<file path="src/rtl/bcurve_pkg.sv">
// ----------------------------------------------------------------------------
// bcurve_pkg
// Shared constants, curve ROM contents and register codes for the battery
// curve interpolator.
// ----------------------------------------------------------------------------
package bcurve_pkg;

  localparam int MV_W     = 13;
  localparam int PCT_W    = 7;
  localparam int SCALE_W  = 26;
  localparam int KEY_W    = 15;
  localparam int SLOTS    = 16;
  localparam int SLOT_W   = 4;
  localparam int RES_W    = 32;
  localparam int DEN_W    = 13;
  localparam int DIV_W    = RES_W + DEN_W;
  localparam int PT_W     = PCT_W + MV_W;

  localparam logic OP_PCT_FROM_MV = 1'b0;
  localparam logic OP_MV_FROM_PCT = 1'b1;
  localparam logic CURVE_DISCHARGE = 1'b0;

  typedef enum logic [0:0] {
    CFG_FULL_VOLTAGE = 1'b0,
    CFG_COMPENSATION = 1'b1
  } cfg_idx_t;

  // Each point is {percent, millivolts}. Slots past the thirteenth repeat
  // the last point of the curve.
  localparam logic [PT_W-1:0] CURVE_ROM [0:1][0:SLOTS-1] = '{
    '{ {7'd0, 13'd3300},  {7'd2, 13'd3490},  {7'd5, 13'd3615},
       {7'd10, 13'd3655}, {7'd20, 13'd3700}, {7'd30, 13'd3735},
       {7'd40, 13'd3760}, {7'd50, 13'd3800}, {7'd60, 13'd3855},
       {7'd70, 13'd3935}, {7'd80, 13'd4025}, {7'd90, 13'd4120},
       {7'd100, 13'd4230}, {7'd100, 13'd4230}, {7'd100, 13'd4230},
       {7'd100, 13'd4230} },
    '{ {7'd0, 13'd3550},  {7'd2, 13'd3570},  {7'd5, 13'd3600},
       {7'd10, 13'd3645}, {7'd20, 13'd3730}, {7'd30, 13'd3800},
       {7'd40, 13'd3860}, {7'd50, 13'd3915}, {7'd60, 13'd3970},
       {7'd70, 13'd4030}, {7'd80, 13'd4095}, {7'd90, 13'd4175},
       {7'd100, 13'd4260}, {7'd100, 13'd4260}, {7'd100, 13'd4260},
       {7'd100, 13'd4260} }
  };

  function automatic logic [MV_W-1:0] rom_mv(input logic sel,
                                             input logic [SLOT_W-1:0] i);
    return CURVE_ROM[sel][i][MV_W-1:0];
  endfunction

  function automatic logic [PCT_W-1:0] rom_pct(input logic sel,
                                               input logic [SLOT_W-1:0] i);
    return CURVE_ROM[sel][i][PT_W-1:MV_W];
  endfunction

endpackage

</file>
<file path="src/rtl/bcurve_div.sv">
// ----------------------------------------------------------------------------
// bcurve_div
// Restoring divider, one quotient bit per cycle. The dividend and divisor
// are captured on start; done pulses for one cycle when the quotient is
// ready and the quotient holds until the next start.
// ----------------------------------------------------------------------------
module bcurve_div (
  input  logic                       clk,
  input  logic                       rst,
  input  logic                       start,
  input  logic [bcurve_pkg::DIV_W-1:0] dividend,
  input  logic [bcurve_pkg::DEN_W-1:0] divisor,
  output logic                       done,
  output logic [bcurve_pkg::DIV_W-1:0] quotient
);
  import bcurve_pkg::*;

  localparam int CNT_W = $clog2(DIV_W + 1);

  logic [DEN_W-1:0] den;
  logic [DEN_W-1:0] rem;
  logic [CNT_W-1:0] count;
  logic             busy;
  logic [DEN_W:0]   trial;
  logic             fits;

  assign trial = {rem, quotient[DIV_W-1]};
  assign fits  = (trial >= {1'b0, den});

  always_ff @(posedge clk) begin
    if (rst) begin
      busy  <= 1'b0;
      done  <= 1'b0;
      count <= '0;
    end else begin
      done <= 1'b0;
      if (start) begin
        busy     <= 1'b1;
        count    <= CNT_W'(DIV_W);
        den      <= divisor;
        rem      <= '0;
        quotient <= dividend;
      end else if (busy) begin
        // The partial remainder stays below the divisor, so it fits DEN_W bits.
        if (fits) begin
          rem <= DEN_W'(trial - {1'b0, den});
        end else begin
          rem <= trial[DEN_W-1:0];
        end
        quotient <= {quotient[DIV_W-2:0], fits};
        count    <= count - 1'b1;
        if (count == CNT_W'(1)) begin
          busy <= 1'b0;
          done <= 1'b1;
        end
      end
    end
  end

endmodule

</file>
<file path="src/rtl/battery_curve_interpolator_top.sv">
// ----------------------------------------------------------------------------
// battery_curve_interpolator_top
// Piecewise-linear conversion between battery voltage and charge percent
// over a fixed charge or discharge curve, with a sequential segment search,
// one shared 32x13 multiplier and a bit-serial divider.
// ----------------------------------------------------------------------------
//  Channel   Direction  Handshake                    Content
//  s_axis    in         s_axis_tvalid/s_axis_tready  lookup request
//  m_axis    out        m_axis_tvalid/m_axis_tready  result_value
//  cfg       in         cfg_valid/cfg_ready          register index and data
//
// Interpolated percents go S_CHECK, S_SEARCH, S_SEG, S_START, S_DPCT, S_MULC, S_DIV,
// S_FIN; voltages skip S_START and S_DPCT. The search visits one point per cycle,
// from the top segment down. Clamped percents go S_CHECK, S_START, S_FIN, a percent
// above the top S_CHECK, S_FIN; zero-width segments leave S_SEG for S_START or S_FIN.
// A request is taken only in idle; a result held by the receiver keeps the block in
// its final state. Reset is synchronous and restores the defaults.
// ----------------------------------------------------------------------------
module battery_curve_interpolator_top #(
  parameter int DISCHARGE_POINT_COUNT = 13,
  parameter int CHARGE_POINT_COUNT    = 13
) (
  input  logic                  clk,
  input  logic                  rst,
  // tdata: voltage_mv[12:0], percent_in[19:13], apply_compensation[20],
  //        scale_factor[46:21], zero[47]
  input  logic [47:0]           s_axis_tdata,
  // tuser: opcode[0], charging[1]
  input  logic [1:0]            s_axis_tuser,
  input  logic                  s_axis_tvalid,
  output logic                  s_axis_tready,
  // tdata: result_value[31:0]
  output logic [31:0]           m_axis_tdata,
  output logic                  m_axis_tvalid,
  input  logic                  m_axis_tready,
  input  logic                  cfg_valid,
  output logic                  cfg_ready,
  input  bcurve_pkg::cfg_idx_t  cfg_index,
  input  logic [12:0]           cfg_data
);
  import bcurve_pkg::*;

  localparam int ND = (DISCHARGE_POINT_COUNT < 2) ? 2 :
                      (DISCHARGE_POINT_COUNT > SLOTS) ? SLOTS : DISCHARGE_POINT_COUNT;
  localparam int NC = (CHARGE_POINT_COUNT < 2) ? 2 :
                      (CHARGE_POINT_COUNT > SLOTS) ? SLOTS : CHARGE_POINT_COUNT;
  localparam logic [SLOT_W-1:0] D_LAST = SLOT_W'(ND - 1);
  localparam logic [SLOT_W-1:0] C_LAST = SLOT_W'(NC - 1);
  localparam logic [MV_W-1:0]   D_BELOW1 = rom_mv(CURVE_DISCHARGE, SLOT_W'(ND - 2)) + 1'b1;

  typedef enum logic [3:0] {
    S_IDLE, S_CHECK, S_SEARCH, S_SEG, S_START, S_DPCT, S_MULC, S_DIV, S_FIN
  } state_t;

  state_t               state;
  logic [MV_W-1:0]      full_voltage_mv;
  logic signed [MV_W-1:0] compensation_mv;

  logic                 opcode;
  logic                 charging;
  logic signed [KEY_W-1:0] key_mv;
  logic [PCT_W-1:0]     key_pct;
  logic [SCALE_W-1:0]   scale_factor;
  logic [SLOT_W-1:0]    idx;
  logic [MV_W-1:0]      lo_mv;
  logic [MV_W-1:0]      hi_mv;
  logic [PCT_W-1:0]     lo_pct;
  logic [PCT_W-1:0]     hi_pct;
  logic                 direct;
  logic [RES_W-1:0]     start_val;
  logic [RES_W-1:0]     dpct;
  logic [RES_W-1:0]     result_value;

  logic [MV_W-1:0]      disch_top;
  logic [SLOT_W-1:0]    last_idx;
  logic [SLOT_W-1:0]    next_idx;
  logic [MV_W-1:0]      mv_first, mv_last, mv_idx, mv_next;
  logic [PCT_W-1:0]     pct_first, pct_last, pct_idx, pct_next;
  logic signed [KEY_W-1:0] key_in;
  logic signed [KEY_W-1:0] dmv_full;
  logic [PCT_W-1:0]     pct_span;
  logic [RES_W-1:0]     mul_a;
  logic [DEN_W-1:0]     mul_b;
  logic [DIV_W-1:0]     mul_prod;
  logic                 div_start;
  logic [DEN_W-1:0]     div_den;
  logic                 div_done;
  logic [DIV_W-1:0]     div_quot;
  logic                 keep_going;

  // The top discharge point is never allowed to sit at or below its neighbor.
  function automatic logic [MV_W-1:0] pt_mv(input logic sel,
                                            input logic [SLOT_W-1:0] i,
                                            input logic [MV_W-1:0] top);
    logic [MV_W-1:0] v;
    v = rom_mv(sel, i);
    if (sel == CURVE_DISCHARGE && i == D_LAST) begin
      v = top;
    end
    return v;
  endfunction

  assign disch_top = (full_voltage_mv > D_BELOW1) ? full_voltage_mv : D_BELOW1;
  assign last_idx  = (charging == CURVE_DISCHARGE) ? D_LAST : C_LAST;
  assign next_idx  = idx + 1'b1;

  assign mv_first  = pt_mv(charging, '0, disch_top);
  assign mv_last   = pt_mv(charging, last_idx, disch_top);
  assign mv_idx    = pt_mv(charging, idx, disch_top);
  assign mv_next   = pt_mv(charging, next_idx, disch_top);
  assign pct_first = rom_pct(charging, '0);
  assign pct_last  = rom_pct(charging, last_idx);
  assign pct_idx   = rom_pct(charging, idx);
  assign pct_next  = rom_pct(charging, next_idx);

  assign key_in = $signed({2'b00, s_axis_tdata[12:0]}) +
                  (s_axis_tdata[20] ? KEY_W'(compensation_mv) : KEY_W'(0));

  assign dmv_full = key_mv - $signed({2'b00, lo_mv});
  assign pct_span = hi_pct - lo_pct;

  assign keep_going = (idx != '0) &&
                      ((opcode == OP_PCT_FROM_MV) ? (key_mv < $signed({2'b00, mv_idx}))
                                                  : (key_pct < pct_idx));

  // Shared multiplier: start percent, percent span and interpolation product.
  always_comb begin
    mul_a = '0;
    mul_b = '0;
    case (state)
      S_START: begin
        mul_a = RES_W'(scale_factor);
        mul_b = DEN_W'(lo_pct);
      end
      S_DPCT: begin
        mul_a = RES_W'(scale_factor);
        mul_b = DEN_W'(pct_span);
      end
      S_MULC: begin
        if (opcode == OP_PCT_FROM_MV) begin
          mul_a = dpct;
          mul_b = dmv_full[DEN_W-1:0];
        end else begin
          mul_a = RES_W'(key_pct - lo_pct);
          mul_b = hi_mv - lo_mv;
        end
      end
      default: begin
      end
    endcase
  end

  assign mul_prod  = {{(DIV_W-RES_W){1'b0}}, mul_a} * {{(DIV_W-DEN_W){1'b0}}, mul_b};
  assign div_start = (state == S_MULC);
  assign div_den   = (opcode == OP_PCT_FROM_MV) ? (hi_mv - lo_mv) : DEN_W'(pct_span);

  bcurve_div u_div (
    .clk      (clk),
    .rst      (rst),
    .start    (div_start),
    .dividend (mul_prod),
    .divisor  (div_den),
    .done     (div_done),
    .quotient (div_quot)
  );

  assign s_axis_tready = (state == S_IDLE);
  assign cfg_ready     = 1'b1;

  always_ff @(posedge clk) begin
    if (rst) begin
      state           <= S_IDLE;
      m_axis_tvalid   <= 1'b0;
      full_voltage_mv <= 13'd4230;
      compensation_mv <= '0;
    end else begin
      if (cfg_valid) begin
        unique case (cfg_index)
          CFG_FULL_VOLTAGE: full_voltage_mv <= cfg_data;
          CFG_COMPENSATION: compensation_mv <= $signed(cfg_data);
        endcase
      end

      // The output register loads from the final state whenever it is free.
      if (state == S_FIN && (!m_axis_tvalid || m_axis_tready)) begin
        m_axis_tdata  <= result_value;
        m_axis_tvalid <= 1'b1;
      end else if (m_axis_tready) begin
        m_axis_tvalid <= 1'b0;
      end

      unique case (state)
        S_IDLE: begin
          if (s_axis_tvalid) begin
            opcode       <= s_axis_tuser[0];
            charging     <= s_axis_tuser[1];
            key_mv       <= key_in;
            key_pct      <= s_axis_tdata[19:13];
            scale_factor <= s_axis_tdata[46:21];
            state        <= S_CHECK;
          end
        end
        S_CHECK: begin
          direct <= 1'b1;
          idx    <= last_idx - 1'b1;
          if (opcode == OP_PCT_FROM_MV) begin
            if (key_mv <= $signed({2'b00, mv_first})) begin
              lo_pct <= pct_first;
              state  <= S_START;
            end else if (key_mv >= $signed({2'b00, mv_last})) begin
              lo_pct <= pct_last;
              state  <= S_START;
            end else begin
              state <= S_SEARCH;
            end
          end else if (key_pct > pct_last) begin
            result_value <= RES_W'(mv_last);
            state        <= S_FIN;
          end else begin
            state <= S_SEARCH;
          end
        end
        S_SEARCH: begin
          if (keep_going) begin
            idx <= idx - 1'b1;
          end else begin
            state <= S_SEG;
          end
        end
        S_SEG: begin
          lo_mv  <= mv_idx;
          hi_mv  <= mv_next;
          lo_pct <= pct_idx;
          hi_pct <= pct_next;
          if (opcode == OP_PCT_FROM_MV) begin
            direct <= (mv_next == mv_idx);
            state  <= S_START;
          end else if (pct_next == pct_idx) begin
            result_value <= RES_W'(mv_next);
            state        <= S_FIN;
          end else begin
            state <= S_MULC;
          end
        end
        S_START: begin
          start_val <= mul_prod[RES_W-1:0];
          if (direct) begin
            result_value <= mul_prod[RES_W-1:0];
            state        <= S_FIN;
          end else begin
            state <= S_DPCT;
          end
        end
        S_DPCT: begin
          dpct  <= mul_prod[RES_W-1:0];
          state <= S_MULC;
        end
        S_MULC: begin
          state <= S_DIV;
        end
        S_DIV: begin
          if (div_done) begin
            if (opcode == OP_PCT_FROM_MV) begin
              result_value <= div_quot[RES_W-1:0] + start_val;
            end else begin
              result_value <= RES_W'(lo_mv) + div_quot[RES_W-1:0];
            end
            state <= S_FIN;
          end
        end
        S_FIN: begin
          if (!m_axis_tvalid || m_axis_tready) begin
            state <= S_IDLE;
          end
        end
        default: begin
          state <= S_IDLE;
        end
      endcase
    end
  end

endmodule
</file>
<file path="config.mk">
export PLATFORM = sky130hd
export DESIGN_NAME = battery_curve_interpolator_top
export DESIGN_NICKNAME = d
export VERILOG_FILES = /design/src/rtl/bcurve_pkg.sv /design/src/rtl/bcurve_div.sv /design/src/rtl/battery_curve_interpolator_top.sv
export SDC_FILE = /design/constraint.sdc
export NUM_CORES = 2
export LEC_CHECK = 0
export BUFFER_PORTS_ARGS = -buffer_cell sky130_fd_sc_hd__buf_2
export CORE_UTILIZATION = 55
export DETAILED_ROUTE_END_ITERATION = 10
export PLACE_DENSITY = 0.7
export SYNTH_ARGS = -nofsm -noshare
export SYNTH_HDL_FRONTEND = slang
export SYNTH_HIERARCHICAL = 1
export SYNTH_SLANG_ARGS = --single-unit
export TNS_END_PERCENT = 10
</file>
<file path="constraint.sdc">
create_clock -name clk -period 22.2 [get_ports clk]
set_input_delay 4.44 -clock clk [delete_from_list [all_inputs] [get_ports clk]]
set_output_delay 4.44 -clock clk [all_outputs]
set_load 0.01 [all_outputs]
</file>
* Word-level counts from Yosys, hierarchy flattened
Index checks and enable logic that the tools add are counted.
** Cells by class
- Multipliers :: 1
- Div/mod/pow operators :: 0
- Reductions and logical operators :: 30
- Add/sub/neg operators :: 11
- Shifts and indexed selects :: 0
- Muxes and demuxes :: 60
- $lt $le $gt $ge :: 10
- Bitwise operators :: 7
- Equality and inequality tests :: 26
** Operator list (number)
- 320-bit two-way mux :: 2
- 309-bit two-way mux :: 1
- 32-bit two-way mux :: 8
- 20-bit binary-select mux with 4-bit select :: 2
- 32-bit case mux with 4 select lines :: 1
- 13-bit two-way mux :: 7
- 45-bit two-way mux :: 2
- 20-bit two-way mux :: 4
- 32-bit case mux with 2 select lines :: 1
- 32-bit by 13-bit multiplier with 45-bit output :: 1
- 4-bit two-way mux :: 10
- 13-bit case mux with 3 select lines :: 1
- 13-bit subtractor :: 3
- 4-bit case mux with 9 select lines :: 1
- 13-bit by 32-bit adder with 32-bit output :: 1
- 32-bit adder :: 1
- 7-bit two-way mux :: 4
- 2-bit != test (second input constant) :: 10
- 4-bit by 3-bit equality test with 1-bit output (second input constant) :: 4
- 2-bit AND reduction :: 8
- 14-bit by 15-bit adder with 15-bit output :: 1
- 15-bit by 14-bit greater-or-equal comparator with 1-bit output :: 1
- 15-bit by 14-bit less-or-equal comparator with 1-bit output :: 1
- 15-bit by 14-bit less-than comparator with 1-bit output :: 1
- other kinds (40) :: 69
** Storage, ports and cells
- Memories kept :: 0
- Latch bits :: 0
- Word-level logic and storage cells :: 172
- Memory bits (writable) :: 0
- ROM bits :: 0
- Flip-flop bits (word level) :: 333

* Logic depth before layout (Yosys ltp)
- Word-level depth :: 13
- Depth in mapped cells :: 36
- Gate-level depth less buffers :: 34

* Cells and area by module
Netlist, hierarchy kept.
** Modules (own cells, without submodules)
- battery_curve_interpolator_top :: area each 29185.5 µm², times used 1, cells an instance 3190, seq. area each 7317.0 µm²
- bcurve_div :: area each 3942.5 µm², times used 1, cells an instance 289, seq. area each 2292.2 µm²

* Least setup slack after synthesis
OpenSTA, ideal clock, no wires.
- Path kind :: flip-flop to flip-flop
- Start point :: reg lo_mv[0]
- End point :: reg u_div/quotient[38] in the netlist's numbering (data pin)
- Stages on the path, launching flop included :: 31
- Arrival :: 7890 ps
- Clock period less this slack :: 8150 ps
- Slack :: 14050 ps
- Library setup time :: 260 ps
- Data required time :: 21940 ps
- Cell sequence :: edfxtp_1 ha_1 fa_1 nand2b_1 a21boi_0 o21a_1 o211ai_1 a21boi_0 or3_1 a21oi_1 a211oi_1 clkbuf_1 nand2_1 fa_1 fa_1 fa_1 inv_1 fa_1 inv_1 fa_1 inv_1 ha_1 a2111o_1 o2111a_2 nor4_4 o41ai_2 a211oi_4 o21ai_2 a221o_1 xor2_1 mux2_2
** On the way
- Word-level cells in the longest chain between the ends :: 5
- Elaborated cells between the ends (all ways) :: 6
- Classes of those cells :: add/sub: 2; mul: 1; mux: 3
** Ends and longest elaborated chain
- start, declared :: line battery_curve_interpolator_top.sv:65 : logic [MV_W-1:0] lo_mv;
- start signal, assigned :: line battery_curve_interpolator_top.sv:231 : lo_mv <= mv_idx;
- 13-bit subtractor, on equally long branches :: line battery_curve_interpolator_top.sv:119, battery_curve_interpolator_top.sv:145
- 13-bit two-way mux * :: line battery_curve_interpolator_top.sv:140 : if (opcode == OP_PCT_FROM_MV) begin
- 13-bit case mux with 3 select lines * :: line battery_curve_interpolator_top.sv:130 : case (state)
- 32-bit by 13-bit multiplier with 45-bit output * :: line battery_curve_interpolator_top.sv:153 : assign mul_prod = {{(DIV_W-RES_W){1'b0}}, mul_a} * {{(DIV_W-DEN_W){1'b0}}, mul_b};
- net mul_prod[38] :: line battery_curve_interpolator_top.sv:84 : logic [DIV_W-1:0] mul_prod;
- 45-bit two-way mux * :: line bcurve_div.sv:37 : if (start) begin
- end signal, assigned :: line bcurve_div.sv:42 : quotient <= dividend;
- end signal, assigned :: line bcurve_div.sv:50 : quotient <= {quotient[DIV_W-2:0], fits};
- end, declared :: line bcurve_div.sv:14 : output logic [bcurve_pkg::DIV_W-1:0] quotient
The timed path passes the listed nets; every way through them passes the cells marked *.
A chain may end at the register's enable or synchronous reset.

* Worst setup path in the final report
- Start point :: reg lo_mv[0]
- End point :: reg u_div/quotient[41] in the netlist's numbering (data pin)
Same word-level chain as after synthesis.

==> flow_summary.ini <==
[outcome]
status = completed

[timing]
maxClockFrequency_mhz = 103
rsz0062_at_grt = no
setup_tns_ns = 0
worst_pin_slew_ns = 1.50
holdWs_ns = 0.418
slew_violations = 0
min_period_ns = 9.68
slew_headroom_pct = 0.233
fin_crit_sh_pct = 43.6
worst_slack_ns = 12.52
hold_viol_final = 0
setup_viol = 0
skew_ns = 0.0186

[routing]
drtPass1Iterations = 8
vias = 26195
drc = 0
routed_wirelength_mm = 98.0
via_per_inst = 6.08
drtAntennaViolNets = 0
drt-wirelength-per-cell_um = 22.8
drt_iter0_markers = 2119

[power]
power_mw = 2.55
ir_drop_mv = 0.0536
pwr-share-comb_pct = 39.1
p_int_mw = 1.51
p_leak_nw = 15.8
p_sw_mw = 1.04
p_clk_share_pct = 28.4
power-per-cell-area_mw_per_mm2 = 71.2
switching_share_pct = 40.7
seq_power_share_pct = 32.5

[cells_and_area]
post_layout_nonfiller_instances = 4306
utilization_pct = 60.4
diodes = 0
multi_input_area_mm2 = 0.0211
drive_gt1_share_pct = 9.03
areaGrowthSynthToFinish_pct = 8.00
register_area_mm2 = 0.00961
fin_nets = 4143
num-fill-cells = 5113
fin_area_mm2 = 0.0358

[job]
drv_cap = 0

[clock_network]
hold_buffers = 0
clock_sinks = 333
tritoncts = built
postCtsSetupBuffers = 0
clk_pin_slew_worst_paths_ns = 0.06
ctsResizeCount = 0
root_buffer = clkbuf_16
cts_buffer_depth = 3
h-tree-depth = 2
clk_latency_ns = 0.59
cts_buffers = 40

[logic_synthesis]
synthArstFlopShare_pct = 0
syn_area_per_cell_um2 = 9.52
yosysWarnings = 6
ys_ff_latch = 333
synth_area_mm2 = 0.0331
netlist.area_leader.share_pct = 26.6
synth_top_cell_by_area = edfxtp_1
postSynthCellCount = 3479
synth.area.top_cells = edfxtp_1 (27%), fa_1 (20%), ha_1 (8.9%)
yosysSeqAreaShare_pct = 29.0
synth.net_count = 4121
synth_cell_types = 98
synth_edf_count = 294
synth_top_flop_cell = edfxtp_1

[die]
ioPinCount = 104
die_h_um = 247
die_area_mm2 = 0.0612
die_x_um = 247
start_util_pct = 55.9
core-area_mm2 = 0.0592
rows = 89

[worst_setup_path]
worstReg2RegStart = lo_mv[0]
r2r_cells = 30
worstSetupStartpointType = flip-flop
required_ns = 22.53
cpLargestDelayFamily = compound AO/OA/AOI/OAI gates
path_class = reg2reg
setup.worst_path.end_class = flip-flop
critPathBufInv = 3
cp.arrival_ns = 10.00
startpoint = lo_mv[0]
cp_num_cells = 30
crit_fanout = 32
critPathSlowestCell = o21ai_4
max_stage_delay_ns = 0.91

[global_routing]
grt_pass1_vias = 27296
grt_max_degree = 74
track_usage_pct = 32.9
grt_pass1_wl_mm = 153
overflow = 0
antenna_found_initial = 0

[worst_hold_path]
worstHoldStart = result_value[14]
holdPathStages = 0
holdCritPathClass = reg2reg

[placed_design]
pre_cts_slack_ns = 12.69
dpl.hpwl_mm = 74.8
port_buffers = 101
place_inst = 4232
post_dp_cell_area_mm2 = 0.0343
place.gp.congestion = 1.02
[power groups by stage]
stage,clock (mW),sequential [mW],combinational (mW)
6_report,0.723,0.828,0.996
5_1_grt,0.756,0.832,1.07
2_1_floorplan,0,0.815,0.647
3_3_place_gp,0,0.837,0.951
4_1_cts,0.734,0.827,0.973
3_5_place_dp,0,0.840,0.966
[worst paths after layout]
| kind | endpoint | slack (ns) |
|---|---|---|
| setup reg to reg | u_div/quotient[41] | 12.52 |
| setup / recovery | u_div/quotient[41] | 12.52 |
| hold / removal | m_axis_tdata[14] | 0.42 |
| hold reg to reg | m_axis_tdata[14] | 0.42 |
[layout make-up]
type,instances,area share (%)
Clock buffer,48,2.97
Clock inverter,26,1.04
Inverter,516,5.42
Multi-Input combinational cell,2473,58.9
Sequential cell,333,26.9
Tap cell,773,2.70
Timing Repair Buffer,137,2.17
[registers in the layout (all words and copies together) (netlist names), 15 cells and up]
name,count
dpct,32
start_val,32
u_div/quotient,45
result_value,32
key_mv,15
scale_factor,26
m_axis_tdata,32
[cells by family after synthesis]
| logic type | count (synthesis) | synth area share [%] |
|---|---|---|
| XOR/XNOR | 130 | 3.48 |
| AND/OR/NAND/NOR | 1000 | 13.7 |
| other | 2 | 0.0227 |
| adder cells (fa/ha/maj) | 573 | 29.3 |
| AO/OA/AOI/OAI | 687 | 14.0 |
| multiplexers | 81 | 2.68 |
| flip-flops | 333 | 29.0 |
| buffers and inverters | 673 | 7.84 |
[cell usage after synthesis (41+ instances only)]
cell type and n:
nand2_1 474, mux2_2 61, fa_1 337, xor2_1 43
o21ai_0 119, nor3_1 45, clkbuf_1 111, edfxtp_1 294
nor2b_1 53, ha_1 236, a21o_1 54, nor2_1 196
a211oi_1 41, a21oi_1 189, nand3_1 67, inv_1 513
xnor2_1 85
[metal layers]
metal | track usage [%] | part of all wire, % | up-vias
li1 | - | - | 11828
met1 | 39.3 | 38 | 12889
met2 | 55.7 | 48 | 1150
met3 | 5.30 | 7.2 | 328
met4 | 20.1 | 7.1 | 0
met5 | 0 | 0 | -
[layout by cell type (no fill, tap or decap), types with 21 or more instances in the layout]
cell type	count
ha_1	236
a21o_1	54
a21oi_1	188
buf_4	36
or3_1	21
a221oi_1	22
nand2_1	474
buf_2	101
nor2b_1	53
edfxtp_1	294
nor2_1	189
and2_1	39
o21ai_0	118
nor3_1	44
nand2b_1	28
mux2_2	61
fa_1	337
o211ai_1	29
a211oi_1	40
dfxtp_1	39
xnor2_1	85
inv_1	512
clkbuf_16	41
nand3_1	66
xor2_1	43
a221o_1	26
(Power assumes the default switching activity.)
